--- src/hw/rtl/rpa_pkg.sv ---
// ----------------------------------------------------------------------------
// rpa_pkg
// Shared constants, operation and status codes, and the free-stack control
// types of the reference-counted page allocator.
// ----------------------------------------------------------------------------
package rpa_pkg;

  localparam int ADDR_W = 27;   // byte address width
  localparam int OFFS_W = 12;   // 4 KiB page offset
  localparam int PAGE_W = 15;   // page number width
  localparam int OP_W   = 3;
  localparam int STAT_W = 3;
  localparam int REF_W  = 8;    // reported count width
  localparam int ADDR_PAGES = 32768;

  // operation codes
  localparam logic [OP_W-1:0] OP_ALLOC = 3'd0;
  localparam logic [OP_W-1:0] OP_FREE  = 3'd1;
  localparam logic [OP_W-1:0] OP_INC   = 3'd2;
  localparam logic [OP_W-1:0] OP_DEC   = 3'd3;
  localparam logic [OP_W-1:0] OP_READ  = 3'd4;

  // status codes
  localparam logic [STAT_W-1:0] STAT_OK         = 3'd0;
  localparam logic [STAT_W-1:0] STAT_MISALIGNED = 3'd1;
  localparam logic [STAT_W-1:0] STAT_RANGE      = 3'd2;
  localparam logic [STAT_W-1:0] STAT_ZERO       = 3'd3;
  localparam logic [STAT_W-1:0] STAT_NO_PAGES   = 3'd4;
  localparam logic [STAT_W-1:0] STAT_SATURATED  = 3'd5;

  // free-stack request: read of the top, pop, push of one page
  typedef struct packed {
    logic              rd;
    logic              pop;
    logic              push;
    logic [PAGE_W-1:0] page;
  } stk_cmd_t;

  typedef struct packed {
    logic empty;
    logic full;
  } stk_stat_t;

endpackage

--- src/hw/rtl/rpa_free_stack.sv ---
// ----------------------------------------------------------------------------
// rpa_free_stack
// LIFO pool of freed page numbers: a memory plus a depth pointer. The top
// entry is read in the cycle before the pop that consumes it.
// ----------------------------------------------------------------------------
module rpa_free_stack #(
  parameter int DEPTH = 2
) (
  input  logic                      clk,
  input  logic                      rst,
  input  rpa_pkg::stk_cmd_t         cmd,
  output logic [rpa_pkg::PAGE_W-1:0] top_page,
  output rpa_pkg::stk_stat_t        stat
);

  import rpa_pkg::*;

  localparam int SAW = (DEPTH > 1) ? $clog2(DEPTH) : 1;
  localparam int DPW = $clog2(DEPTH + 1);

  logic [PAGE_W-1:0] mem [DEPTH];
  logic [DPW-1:0]    depth;
  logic [DPW-1:0]    depth_m1;

  assign depth_m1   = depth - 1'b1;
  assign stat.empty = (depth == '0);
  assign stat.full  = (depth == DPW'(DEPTH));

  always_ff @(posedge clk) begin
    if (rst) begin
      depth <= '0;
    end else if (cmd.pop) begin
      depth <= depth_m1;
    end else if (cmd.push) begin
      depth <= depth + 1'b1;
    end
  end

  always_ff @(posedge clk) begin
    if (cmd.push) begin
      mem[depth[SAW-1:0]] <= cmd.page;
    end
    if (cmd.rd) begin
      top_page <= mem[depth_m1[SAW-1:0]];
    end
  end

endmodule

--- config.mk ---
export PLATFORM = sky130hd
export DESIGN_NAME = rpa_free_stack
export DESIGN_NICKNAME = d
export VERILOG_FILES = /design/src/hw/rtl/rpa_pkg.sv /design/src/hw/rtl/rpa_free_stack.sv
export SDC_FILE = /design/constraint.sdc
export NUM_CORES = 1
export LEC_CHECK = 0
export ABC_AREA = 1
export BUFFER_PORTS_ARGS = -buffer_cell sky130_fd_sc_hd__buf_4
export CAP_MARGIN = 30
export CORE_ASPECT_RATIO = 0.7
export CORE_MARGIN = 1
export CORE_UTILIZATION = 47
export CTS_CLUSTER_SIZE = 28
export DETAILED_ROUTE_END_ITERATION = 7
export PLACE_DENSITY = 0.73
export SLEW_MARGIN = 30
export SYNTH_ARGS = -nofsm -noshare
export SYNTH_HDL_FRONTEND = slang
export SYNTH_SLANG_ARGS = --single-unit
--- constraint.sdc ---
create_clock -name clk -period 1.55 [get_ports clk]
set_input_delay 0.155 -clock clk [delete_from_list [all_inputs] [get_ports clk]]
set_output_delay 0.155 -clock clk [all_outputs]
set_load 0.05 [all_outputs]
==> flow_summary_export.csv <==
group,metric,value,unit
outcome,status,"finished clean",
route,avgViaCountPerCell,4.52,
synth,synth-seq-cells,47,
sta,slew_headroom,85.8,%
floorplan,die_h,52.5,um
synth,syn_nets,139,
sta,hold_ws,0.0312,ns
clocking,root_buffer,"clkbuf_8",
sta,clock_skew,0.00523,ns
global_routing,grt_use_met2,24.7,%
critical_path,r2r-start,"depth[0]",
synth,netlist_area,0.00171,mm2
route,drtPass1Iterations,4,
hold_path,hp-class,"input port to register",
clocking,cts_resized,1,
floorplan,fp.coreArea,0.00330,mm2
critical_path,path_class,"register to primary output",
global_routing,grtUsageTotal,14.5,%
synth,synth.most_common_cell,"nand2_1",
synth,yosysSeqAreaShare,81.3,%
finish,final_util,64.1,%
synth,netlist.area_leader.share,79.0,%
global_routing,overflow,0,
clocking,clock_path_buffers,2,
sta,hold_viol,0,
critical_path,crit_required,1.39,ns
finish,antenna_cells,0,
route,wl,2520,um
floorplan,rows,17,
placed_design,place_hpwl,1770,um
critical_path,crit_fanout,18,
sta,period_needed,1.40,ns
route,routedWlPerCell,12.1,um
finish,drive_gt1_share,31.7,%
critical_path,critical_path.endpoint,"stat[1]",
floorplan,dieArea,0.00389,mm2
floorplan,initial_utilization,51.9,%
critical_path,worstSetupEndpointType,"primary output",
clocking,hold_buffers,0,
clocking,insertion_delay,0.29,ns
synth,synth_commonest_cells,"nand2_1, edfxtp_1, inv_1",
critical_path,critPathLaunch,"depth[0]",
route,vias,940,
clocking,cts_buffers,5,
sta,grt_setup_unrepaired,"false",
floorplan,die_w,74.1,um
global_routing,grt_max_degree,19,
sta,drv_slew,0,
placed_design,gp_congestion,0.700,
sta,finalSetupViolCount,0,
sta,period_share,90.2,%
floorplan,io_pins,37,
critical_path,cp-start-kind,"register",
critical_path,crit_arrival,1.24,ns
global_routing,grt_pass1_vias,872,
finish,fillCellCount,247,
clocking,postCtsSetupBuffers,0,
placed_design,numPortBuffers,36,
sta,clock.fmax,0.715,GHz
power,vdd_drop_max,612,uV
global_routing,top_usage_layer,"met2",
route,ant_nets,0,
synth,syn_area_per_cell,14.6,um2
critical_path,r2r_slack,0.30,ns
global_routing,antenna_found_initial,0,
power,p_per_area,1210,mW/mm2
synth,synth_area_leaders,"edfxtp_1, nand2_1, dfxtp_1",
synth,ys.flop_type,"edfxtp_1",
synth,netlist_instances,117,
clocking,cts_sinks,47,
synth,synth-edff-count,45,
critical_path,reg2reg_to,"depth[1]",
global_routing,met1_usage,16.6,%
global_routing,grt_pass1_wl,3870,um
clocking,cts_max_level,2,
power,p_leak,0.885,nW
critical_path,reg2reg_depth,7,
finish,area_growth,23.6,%
global_routing,met3_usage,4.62,%
sta,final.setup.tns,0,ns
synth,ys_types,12,
clocking,cts_tree,"yes",
sta,tightestPinTransition,0.213,ns
route,drtIter0Drc,39,
synth,yosys.area.top_type,"edfxtp_1",
synth,ys_warn_count,0,
flow_run,max_cap_viol_count,0,
clocking,clk_pin_slew,0.08,ns
route,drcViolationCount,0,
synth,async_flop_share,0,%
finish,final_nets,182,
metrics by stage:
stage / setup WS (ns) / cell area (um2) / power [mW] / std cells
floorplan: 0.182 / 1710 / 1.77 / 117
global placement: 0.238 / 2030 / 1.88 / 200
detailed placement: 0.154 / 2030 / 1.89 / 200
CTS: 0.138 / 2110 / 2.57 / 208
global route: 0.0855 / 2110 / 2.64 / 208
finish: 0.151 / 2110 / 2.55 / 208
area by class of cell:
| type | count | area, um2 | area share, % |
|---|---|---|---|
| clock buffer | 6 | 72.6 | 3.43 |
| clock inverter | 2 | 12.5 | 0.592 |
| inverter | 7 | 31.3 | 1.48 |
| multi-input combinational | 60 | 253 | 12.0 |
| sequential | 47 | 1390 | 65.9 |
| tap | 47 | 58.8 | 2.78 |
| timing repair buffer | 39 | 293 | 13.9 |
cell families after synthesis:
logic type      count (synthesis)  share of synthesized area, %
compound gates                  2                         0.585
simple gates                   56                          12.6
buf+inv                        10                          4.02
fa+ha+maj                       2                          1.46
flops                          47                          81.3
state kept, by name, summed over array words and instances, names as in the netlist:
name and cells:
top_page 15, mem 30, depth 2
critical path, stage by stage, from the launching register on:
cell	delay, ns
dfxtp_2	0.45
inv_6	0.11
ha_1	0.21
buf_4	0.18
worst min-delay path by stage:
| stage | start | endpoint | slack, ns | cells after the start |
|---|---|---|---|---|
| 6_report | rst | depth[0] | 0.03 | 2 |
| 5_1_grt | rst | depth[0] | 0.02 | 2 |
| 4_1_cts | rst | depth[0] | 0.02 | 2 |
| 3_5_place_dp | rst | depth[0] | 0.34 | 2 |
| 3_3_place_gp | rst | depth[0] | 0.33 | 2 |
| 2_1_floorplan | rst | depth[0] | 0.22 | 1 |
cell usage in the layout, fill, tap and decap left out, types with 2 or more instances in the layout:
cell type | Yosys | routed
inv_1 | 6 | 6
edfxtp_1 | 45 | 45
nand2_1 | 50 | 50
ha_1 | 2 | 2
buf_4 | 0 | 39
clkbuf_8 | 0 | 5
nand2_2 | 2 | 2
nor2_1 | 4 | 3
routing by layer:
layer | up-vias | wire (um)
li1 | 478 | -
met1 | 429 | 1040
met2 | 28 | 1290
met3 | 5 | 139
met4 | 0 | 48
met5 | - | 0
power by group:
part           switching (mW)  leakage (nW)  internal (mW)
sequential             0.0261         0.447           1.48
clock                   0.379        0.0412          0.315
combinational           0.237         0.397          0.112
Power figures use the tool's default switching activity.
