### config.mk
export PLATFORM = sky130hd
export DESIGN_NAME = rpa_count_ram
export DESIGN_NICKNAME = d
export VERILOG_FILES = /design/src/hw/rtl/rpa_count_ram.sv
export SDC_FILE = /design/constraint.sdc
export NUM_CORES = 1
export LEC_CHECK = 0
export ABC_AREA = 1
export ABC_CLOCK_PERIOD_IN_PS = 2200
export BUFFER_PORTS_ARGS = -buffer_cell sky130_fd_sc_hd__buf_2
export CAP_MARGIN = 0
export CORE_MARGIN = 2
export CORE_UTILIZATION = 49
export CTS_CLUSTER_DIAMETER = 200
export CTS_CLUSTER_SIZE = 30
export DETAILED_ROUTE_END_ITERATION = 10
export PLACE_DENSITY_LB_ADDON = 0.15
export SLEW_MARGIN = 15
export SYNTH_ARGS = -nofsm -noshare
export SYNTH_HDL_FRONTEND = slang
export SYNTH_SLANG_ARGS = --single-unit
### constraint.sdc
create_clock -name clk -period 2.2 [get_ports clk]
set_clock_uncertainty 0.15 [all_clocks]
set_input_delay 0.11 -clock clk [delete_from_list [all_inputs] [get_ports clk]]
set_output_delay 0.11 -clock clk [all_outputs]
set_load 0.005 [all_outputs]
### src/hw/rtl/rpa_count_ram.sv
// ----------------------------------------------------------------------------
// rpa_count_ram
// Reference count store: one write port, one registered read port, and a
// clearing sweep after reset that zeroes one entry per cycle.
// ----------------------------------------------------------------------------
module rpa_count_ram #(
  parameter int DEPTH = 2,
  parameter int AW    = 1,
  parameter int DW    = 8
) (
  input  logic          clk,
  input  logic          rst,
  input  logic          rd_en,
  input  logic [AW-1:0] rd_addr,
  output logic [DW-1:0] rd_data,
  input  logic          wr_en,
  input  logic [AW-1:0] wr_addr,
  input  logic [DW-1:0] wr_data,
  output logic          clearing
);

  logic [DW-1:0] mem [DEPTH];
  logic [AW-1:0] clr_addr;

  always_ff @(posedge clk) begin
    if (rst) begin
      clr_addr <= '0;
      clearing <= 1'b1;
    end else if (clearing) begin
      clr_addr <= clr_addr + 1'b1;
      if (clr_addr == AW'(DEPTH - 1)) begin
        clearing <= 1'b0;
      end
    end
  end

  always_ff @(posedge clk) begin
    if (clearing) begin
      mem[clr_addr] <= '0;
    end else if (wr_en) begin
      mem[wr_addr] <= wr_data;
    end
    if (rd_en) begin
      rd_data <= mem[rd_addr];
    end
  end

endmodule

==> results of run 1 <==
## cell type report
type                    instances  area share
repair buffers                 32       0.169
inverters                      20      0.0604
clock buffers                   3      0.0181
clock inverters                 1     0.00302
flip-flops and latches         26       0.612
multi-input cells              33       0.110
well taps                      27      0.0272
## registers in the layout, indices dropped and copies added (netlist names)
signal,count
mem,16
rd_data,8
clearing,1
clr_addr,1
## per-layer routing
metal | vias to the layer above | share of wire | GRT usage
met1 | 238 | 0.47 | 0.151
li1 | 325 | - | -
met3 | 5 | 0.043 | 0.0184
met5 | - | 0 | 0
met2 | 20 | 0.46 | 0.196
met4 | 0 | 0.026 | 0.0857
## cell families after synthesis
family,share of synthesized area
compound gates,0.0458
flops,0.774
buf+inv,0.0878
simple gates,0.0929
## worst max-delay path, delay by kind of cell, from the launching register on
kind	cells	cell delay, ps
buffers and inverters	1	80
and+or+nand+nor	3	840
DFF	1	390
## cells in the mapped netlist (all sizes together)
master and instances:
edfxtp 24, nand2 13, dfxtp 2, inv 20, o21ai 8, a21oi 1, nor2 10, buf 1
nand3 1
## power groups by stage
stage                     logic [mW]  registers [mW]  clock network, mW
after floorplan               0.0519           0.644                  0
after global placement        0.0922           0.644                  0
after detailed placement      0.0954           0.645                  0
after CTS                      0.109           0.633              0.201
after global routing           0.125           0.638              0.221
final                          0.108           0.633              0.197
## worst paths after layout
check / from / to / cells past startpoint
worst max-delay path: clearing / mem[1][5] / 4
worst min-delay path: rd_addr / rd_data[6] / 3
worst max register to register: clearing / mem[1][5] / 4
worst min register to register: clr_addr / clr_addr / 2
## what timing repair did
| action | CTS | global route |
|---|---|---|
| setup endpoints to repair | 0 | 0 |
| endpoints found under the hold margin | 26 | 0 |
| hold buffers | 10 | 0 |
## per-stage QoR
stage,hold slack [ps],util,area (sq um),power (mW),instances
floorplan,29.1,-,983,0.696,80
global placement,130,0.581,1120,0.737,128
detailed placement,137,0.581,1120,0.741,128
CTS,68.0,0.646,1240,0.943,142
global route,88.0,0.646,1240,0.984,142
finish,76.5,0.646,1240,0.938,142
==> flow_summary.toml, run 1 <==
[routing]
routedWlPerCell_um = 9.15
vias = 588
via_per_inst = 4.14
dr.pass1.iters = 2
ant_nets = 0
drt_iter0_drc = 10
wirelength_um = 1300
drc = 0

[clock_network]
htreeDepth = 1
ctsLongestPathBuffers = 2
cts_root_buffer = "clkbuf_4"
cts.sinks = 26
cts_setup_buffers = 0
cts_made_buffers = 3
worstSkewPairLatency_ps = 320
cts_resized = 0
cts.reportedPaths.clkPinSlew_ps = 130
cts_tree = "done"

[placement]
place_ws_ps = 407
routabilityCongestion = 0.714
dp_hpwl_um = 904
port_buffers = 22

[sta]
maxSlewViolCount = 0
fin_crit_sh = 0.821
relSlewSlack = 0.620
rsz0062_at_grt = "no"
hold_viol_final = 0
tns_ps = 0
setup_viol = 0
setup_slack_ps = 393
fin_crit_ps = 1810
max_freq_mhz = 553
tightest_slew_ps = 568

[layout]
regArea_sq_um = 761
n_fill_cell = 155
multiInputGateArea_sq_um = 136
mostFrequentLayoutCell = "edfxtp_1"
insertedDiodeCount = 0
syn_to_final_growth_pct = 26.3
final_cell_mix = "24 x edfxtp_1, 22 x buf_2, 20 x inv_1, 13 x nand2_1"
drive_gt1_frac = 0.217
num-nets-final = 130

[worst_setup_path]
start_kind = "register"
slowest_stage = "nor2_1"
r2r_setup_slack_ps = 390
crit_fanout = 9
crit_type = "register to register"
crit_path_cell_trace = "inv_1 -> nand3_1 -> nand2_1 -> nor2_1"
crit_path_end_kind = "register"
critPathMaxStageDelay_ps = 530
worst-endpoint-required_ps = 2020
cp.arrival_ps = 1630

[power]
power.share.switching = 0.222
power.density_nw_per_um2 = 755
p_comb_frac = 0.115
internal_power_uw = 729
leakage_nw = 0.560
switchingPower_uw = 208
clock_power_share = 0.210
seqPwrFrac = 0.675
vdd_ir_drop_max_mv = 0.480

[global_routing]
grt_use_total = 0.122
antenna_found_initial = 0
grt_pass1_vias = 536
gr-total-overflow = 0
grt_max_degree = 17
grt_pass1_wl_um = 2140

[synth]
synth-seq-cells = 26
syn_nets = 94
avgSynthCellArea_sq_um = 12.3
synth_warnings = 0
ys_types = 9
synth_top_cell_by_area = "edfxtp_1"
synthTopCellsByArea = "edfxtp_1 73%, inv_1 7.6%, nand2_1 5.0%, dfxtp_1 4.1%, o21ai_0 4.1%"
synth_top_area_frac = 0.733
postSynthCellCount = 80
synth-seq-area-share = 0.774
synthesis.area_sq_um = 983

[floorplanning]
core_region_area_sq_um = 1920
initial_core_util = 0.512
io-pin-count = 23
fp.dieW_um = 48.8
die_y_um = 48.8
placementRows = 16
die-area_sq_um = 2380

[flow_run]
drv_cap = 0

[status]
outcome = "completed"

[min_path]
holdCritPathClass = "primary input to register"
Power figures use the tool's default switching activity.
==> run 2, diff against run 1 <==
--- a/config.mk
+++ b/config.mk
@@ -5,8 +5,8 @@
 export SDC_FILE = /design/constraint.sdc
 export NUM_CORES = 1
 export LEC_CHECK = 0
-export ABC_AREA = 1
-export ABC_CLOCK_PERIOD_IN_PS = 2200
+export ABC_AREA = 0
+export ABC_CLOCK_PERIOD_IN_PS = 1700
 export BUFFER_PORTS_ARGS = -buffer_cell sky130_fd_sc_hd__buf_2
 export CAP_MARGIN = 0
 export CORE_MARGIN = 2
==> constraint.sdc (replaced) <==
create_clock -name clk -period 1.7 [get_ports clk]
set_clock_uncertainty 0.15 [all_clocks]
set_input_delay 0.085 -clock clk [delete_from_list [all_inputs] [get_ports clk]]
set_output_delay 0.085 -clock clk [all_outputs]
set_load 0.005 [all_outputs]
==> run 2 against run 1 <==
Via count fell by 11%. Synthesized area up 1.7%. First-iteration DRC count shrank 50%. Highest routed layer unchanged. Largest cell class unchanged. Critical endpoint is now mem[1][0]. Critical path type unchanged.
==> flow_summary.toml, run 2 <==
[worst_setup_path]
cp.arrival_ps = 1250
crit_path_end_kind = "register"
reg2reg_to = "mem[1][0]"
worstRegToRegCells = 2
start_kind = "register"
crit_fanout = 9
worst-endpoint-required_ps = 1540
r2r_setup_slack_ps = 290
regToRegStartpoint = "clearing"
crit_type = "register to register"

[power]
power.density_nw_per_um2 = 963
vdd_ir_drop_max_mv = 0.675
leakage_nw = 0.518

[floorplanning]
core_region_area_sq_um = 1940
io-pin-count = 23
die-area_sq_um = 2420
initial_core_util = 0.515
fp.dieW_um = 49.2
placementRows = 16
die_y_um = 49.2

[synth]
yosys.area_share.xor_xnor = 0
syn_nets = 65
synthTopCellsByArea = "edfxtp_1 72%, mux2_4 12%, and2_1 5.0%, dfxtp_1 4.0%, nand2b_1 2.5%"
synth_mux_area_frac = 0.120
ys_types = 10
synth-seq-cells = 26
synthArstFlopShare = 0
avgSynthCellArea_sq_um = 19.6
synth_top_area_frac = 0.721
yosys.cell_count.top_type = "edfxtp_1"
synth_top_cell_by_area = "edfxtp_1"
synthAdderAreaFrac = 0
postSynthCellCount = 51
synth-compound-area-share = 0.0188
yosys_most_used_dff = "edfxtp_1"
synth_top_family_by_area = "multiplexers"
synthesis.area_sq_um = 1000
synthSimpleGateAreaFrac = 0.0889
synthTopCellsByCount = "24 x edfxtp_1, 8 x and2_1, 8 x mux2_4, 4 x nand2b_1, 2 x dfxtp_1"
synth_warnings = 0
synth-edff-count = 24
synth-seq-area-share = 0.761

[min_path]
min-delay-start = "rd_addr"
hold_depth = 2
hold_path_end = "rd_data[1]"
holdCritPathClass = "primary input to register"

[sta]
setup_slack_ps = 290
max_freq_mhz = 709
setup_viol = 0
tns_ps = 0
rsz0062_at_grt = "no"
hold_viol_final = 0
tightest_slew_ps = 347
fin_crit_sh = 0.829
maxSlewViolCount = 0
fin_crit_ps = 1410
relSlewSlack = 0.769

[layout]
insertedDiodeCount = 0
top_register = "mem"
mostFrequentLayoutCell = "edfxtp_1"
drive_gt1_frac = 0.402
largest_register_ffs = 16
syn_to_final_growth_pct = 26.7
largestRegisters = "mem x16, rd_data x8"
final_cell_mix = "24 x edfxtp_1, 22 x buf_2, 10 x dlygate4sd3_1, 8 x mux2_4, 8 x and2_1"
num-nets-final = 102
n_fill_cell = 153

[routing]
dr.pass1.iters = 3
via_per_inst = 4.57
vias = 521
routedWlPerCell_um = 10.5
drc = 0
ant_nets = 0
wirelength_um = 1200
drt_iter0_drc = 5

[placement]
port_buffers = 22
place_ws_ps = 302
routabilityCongestion = 0.716
dp_hpwl_um = 876

[clock_network]
worstSkewPairLatency_ps = 310
cts.reportedPaths.clkPinSlew_ps = 120
htreeDepth = 1
cts_tree = "done"
cts.sinks = 26
cts_root_buffer = "clkbuf_4"
ctsLongestPathBuffers = 2
cts_made_buffers = 3

[global_routing]
gr-total-overflow = 0
grt_pass1_vias = 513
grt_use_total = 0.112
grt_max_degree = 15
grt_pass1_wl_um = 1970
antenna_found_initial = 0

[flow_run]
drv_cap = 0

[status]
outcome = "completed"
## run 2: changes by cell type after synthesis, moves of 4 or more
cell	before	now
and2_1	0	8
inv_1	20	0
mux2_4	0	8
nor2_1	10	0
nand2b_1	0	4
o21ai_0	8	1
nand2_1	13	0
## run 2: kinds of logic (layout without fill, tap and decap cells)
family          after synthesis  after routing
buf+inv                       1             37
mux                           8              8
simple gates                 13             13
flops                        26             26
compound gates                3              3
## run 2: final cells by class
| class | count | area [sq um] | share of cell area |
|---|---|---|---|
| flip-flops and latches | 26 | 761 | 0.601 |
| well taps | 27 | 33.8 | 0.0267 |
| repair buffers | 33 | 218 | 0.172 |
| clock inverters | 1 | 3.75 | 0.00296 |
| multi-input cells | 24 | 228 | 0.180 |
| clock buffers | 3 | 22.5 | 0.0178 |
## run 2: critical path, stage by stage, from the launching register on
cell	delay [ps]
dfxtp_1	390
nor2b_4	190
a22o_1	370
## run 2: worst max path at each step
stage          cells after the start  slack (ps)         to  startpoint
2_1_floorplan                      2          40  mem[0][0]    clearing
3_3_place_gp                       2         340  mem[1][2]    clearing
3_5_place_dp                       2         300  mem[1][5]    clearing
4_1_cts                            2         290  mem[1][0]    clearing
5_1_grt                            2         210  mem[1][0]    clearing
6_report                           2         290  mem[1][0]    clearing
## run 2: through the flow
stage / total power, mW / instances / area, sq um / hold WS (ps) / util
final: 1.22 / 114 / 1270 / 115 / 0.652
after global routing: 1.27 / 114 / 1270 / 105 / 0.652
after CTS: 1.24 / 114 / 1270 / 106 / 0.652
after detailed placement: 0.973 / 100 / 1140 / 103 / 0.587
after global placement: 0.969 / 100 / 1140 / 99.9 / 0.587
after floorplan: 0.915 / 51 / 1000 / 4.07 / -
## run 2: routing by layer
| layer | global-route usage | vias to the layer above | share of wire |
|---|---|---|---|
| met3 | 0.0184 | 3 | 0.067 |
| met1 | 0.108 | 230 | 0.41 |
| met4 | 0.0857 | 0 | 0.024 |
| met2 | 0.209 | 24 | 0.50 |
| met5 | 0 | - | 0 |
| li1 | - | 264 | - |
## run 2: power by group
group | switching, mW | internal, mW | leakage, nW
Clock | 0.161 | 0.0859 | 0.0154
Combinational | 0.0632 | 0.0971 | 0.244
Sequential | 0.0221 | 0.790 | 0.259
Total | 0.246 | 0.973 | 0.518
## run 2: what timing repair did
action / 4_1_cts / 5_1_grt
resized for setup: 0 / 0
buffers inserted: 0 / 0
endpoints found under the hold margin: 26 / 0
hold buffers: 10 / 0
==> run 3, diff against run 2 <==
--- a/config.mk
+++ b/config.mk
@@ -6,11 +6,11 @@
 export NUM_CORES = 1
 export LEC_CHECK = 0
 export ABC_AREA = 0
-export ABC_CLOCK_PERIOD_IN_PS = 1700
+export ABC_CLOCK_PERIOD_IN_PS = 1200
 export BUFFER_PORTS_ARGS = -buffer_cell sky130_fd_sc_hd__buf_2
 export CAP_MARGIN = 0
 export CORE_MARGIN = 2
-export CORE_UTILIZATION = 49
+export CORE_UTILIZATION = 46
 export CTS_CLUSTER_DIAMETER = 200
 export CTS_CLUSTER_SIZE = 30
 export DETAILED_ROUTE_END_ITERATION = 10
==> constraint.sdc (replaced) <==
create_clock -name clk -period 1.2 [get_ports clk]
set_clock_uncertainty 0.15 [all_clocks]
set_input_delay 0.06 -clock clk [delete_from_list [all_inputs] [get_ports clk]]
set_output_delay 0.06 -clock clk [all_outputs]
set_load 0.005 [all_outputs]
==> run 3 against run 2 <==
Utilization down 1.1 points. Sequential power up 42%. Largest cell class unchanged. Highest routed layer unchanged. The run now ends with negative hold slack, negative setup slack left. Design area up 1.4%.
==> flow_summary.toml, run 3 (synthesis gave the netlist of run 2 again) <==
[worst_setup_path]
slowest_stage = "dfxtp_2"
crit_path_end_kind = "register"
r2r_setup_slack_ps = -50
critPathMaxStageDelay_ps = 380
cp.arrival_ps = 1100
worstRegToRegCells = 2
crit_type = "register to register"
start_kind = "register"
reg2reg_to = "mem[0][6]"
crit_fanout = 8
crit_path_cell_trace = "nand2b_4 -> o21ai_4"
regToRegStartpoint = "clearing"
worst-endpoint-required_ps = 1050

[clock_network]
htreeDepth = 1
cts_tree = "done"
cts_made_buffers = 3
cts_resized = 0
cts_root_buffer = "clkbuf_4"
ctsHoldBuffers = 10
cts.sinks = 26
cts.reportedPaths.clkPinSlew_ps = 140
ctsLongestPathBuffers = 2
cts_setup_buffers = 0
worstSkewPairLatency_ps = 320

[layout]
largest_register_ffs = 16
mostFrequentLayoutCell = "edfxtp_1"
largestRegisters = "mem x16, rd_data x8"
n_fill_cell = 157
insertedDiodeCount = 0
top_register = "mem"
final_cell_mix = "24 x edfxtp_1, 22 x buf_2, 10 x dlygate4sd3_1, 8 x mux2_4, 8 x and2_1"
fin_area_sq_um = 1280
num-nets-final = 102
drive_gt1_frac = 0.453
layout.cells.non_filler = 113
syn_to_final_growth_pct = 28.4

[routing]
drt_iter0_drc = 4
vias = 534
wirelength_um = 1480
ant_nets = 0
dr.pass1.iters = 2
routedWlPerCell_um = 13.1
via_per_inst = 4.73
drc = 0

[placement]
dpl_cell_area_sq_um = 1160
post-place-cells = 100
port_buffers = 22
routabilityCongestion = 0.657
place_ws_ps = -43.0

[floorplanning]
io-pin-count = 23
placementRows = 16
die-area_sq_um = 2560
initial_core_util = 0.499
core_region_area_sq_um = 2000
die_y_um = 50.6
fp.dieW_um = 50.6

[min_path]
min-delay-start = "wr_addr"
hold_path_end = "mem[0][1]"
holdCritPathClass = "primary input to register"
hold_depth = 2

[sta]
hold_viol_final = 8
relSlewSlack = 0.813
rsz0062_at_grt = "yes"
tightest_slew_ps = 279
max_freq_mhz = 803
fin_crit_sh = 1.04
setup_viol = 16
hold_slack_ps = -17.3
setup_slack_ps = -45.1
maxSlewViolCount = 0
fin_crit_ps = 1250
tns_ps = -393

[status]
outcome = "complete, but fails checks"
violations = "negative hold slack, negative setup slack"

[global_routing]
grt_pass1_wl_um = 2390
grt_pass1_vias = 537
antenna_found_initial = 0
gr-total-overflow = 0
grt_use_total = 0.129
grt_max_degree = 14

[power]
power.density_nw_per_um2 = 1360
leakage_nw = 0.528
total_power_mw = 1.75
vdd_ir_drop_max_mv = 0.878

[flow_run]
drv_cap = 0
[run 3: repair_timing]
action / 4_1_cts / 5_1_grt
pin swaps: 1 / 0
setup endpoints to repair: 16 / 32
endpoints found under the hold margin: 34 / 4
[run 3: how the worst max path moves through the flow]
stage | startpoint | endpoint
floorplan | clearing | mem[0][0]
global placement | clearing | mem[0][3]
CTS | clearing | mem[0][6]
global route | clearing | mem[0][7]
finish | clearing | mem[0][6]
detailed placement | clearing | mem[0][7]
[run 3: per-stage QoR]
step / utilization / hold slack [ps]
finish: 0.641 / -17.3
global route: 0.641 / -6.55
CTS: 0.641 / -10.2
detailed placement: 0.580 / 81.4
global placement: 0.580 / 78.4
floorplan: - / -20.9
[run 3: layer usage]
metal  GRT usage  up-vias  share of wire
met4      0.0676        0          0.020
met5           0        -              0
met2       0.228       21           0.52
met1       0.151      249           0.41
met3      0.0179        4          0.054
li1            -      260              -
[run 3: area by class of cell]
type | count | area [sq um] | area share
timing repair buffer | 33 | 218 | 0.170
sequential | 26 | 762 | 0.594
clock buffer | 3 | 22.5 | 0.0175
tap | 27 | 33.8 | 0.0263
multi-input combinational | 24 | 248 | 0.193
[run 3: power by group]
group          total, mW  internal, mW  switching, mW  leakage [nW]
registers           1.15          1.12         0.0312         0.259
logic              0.243         0.142          0.101         0.256
clock network      0.355         0.117          0.238        0.0138
[run 3: worst max-delay path, delay by kind of cell, from the launching register on]
family,cells,cell delay [ps]
AO/OA/AOI/OAI,1,250
flip-flops,1,380
AND/OR/NAND/NOR,1,150
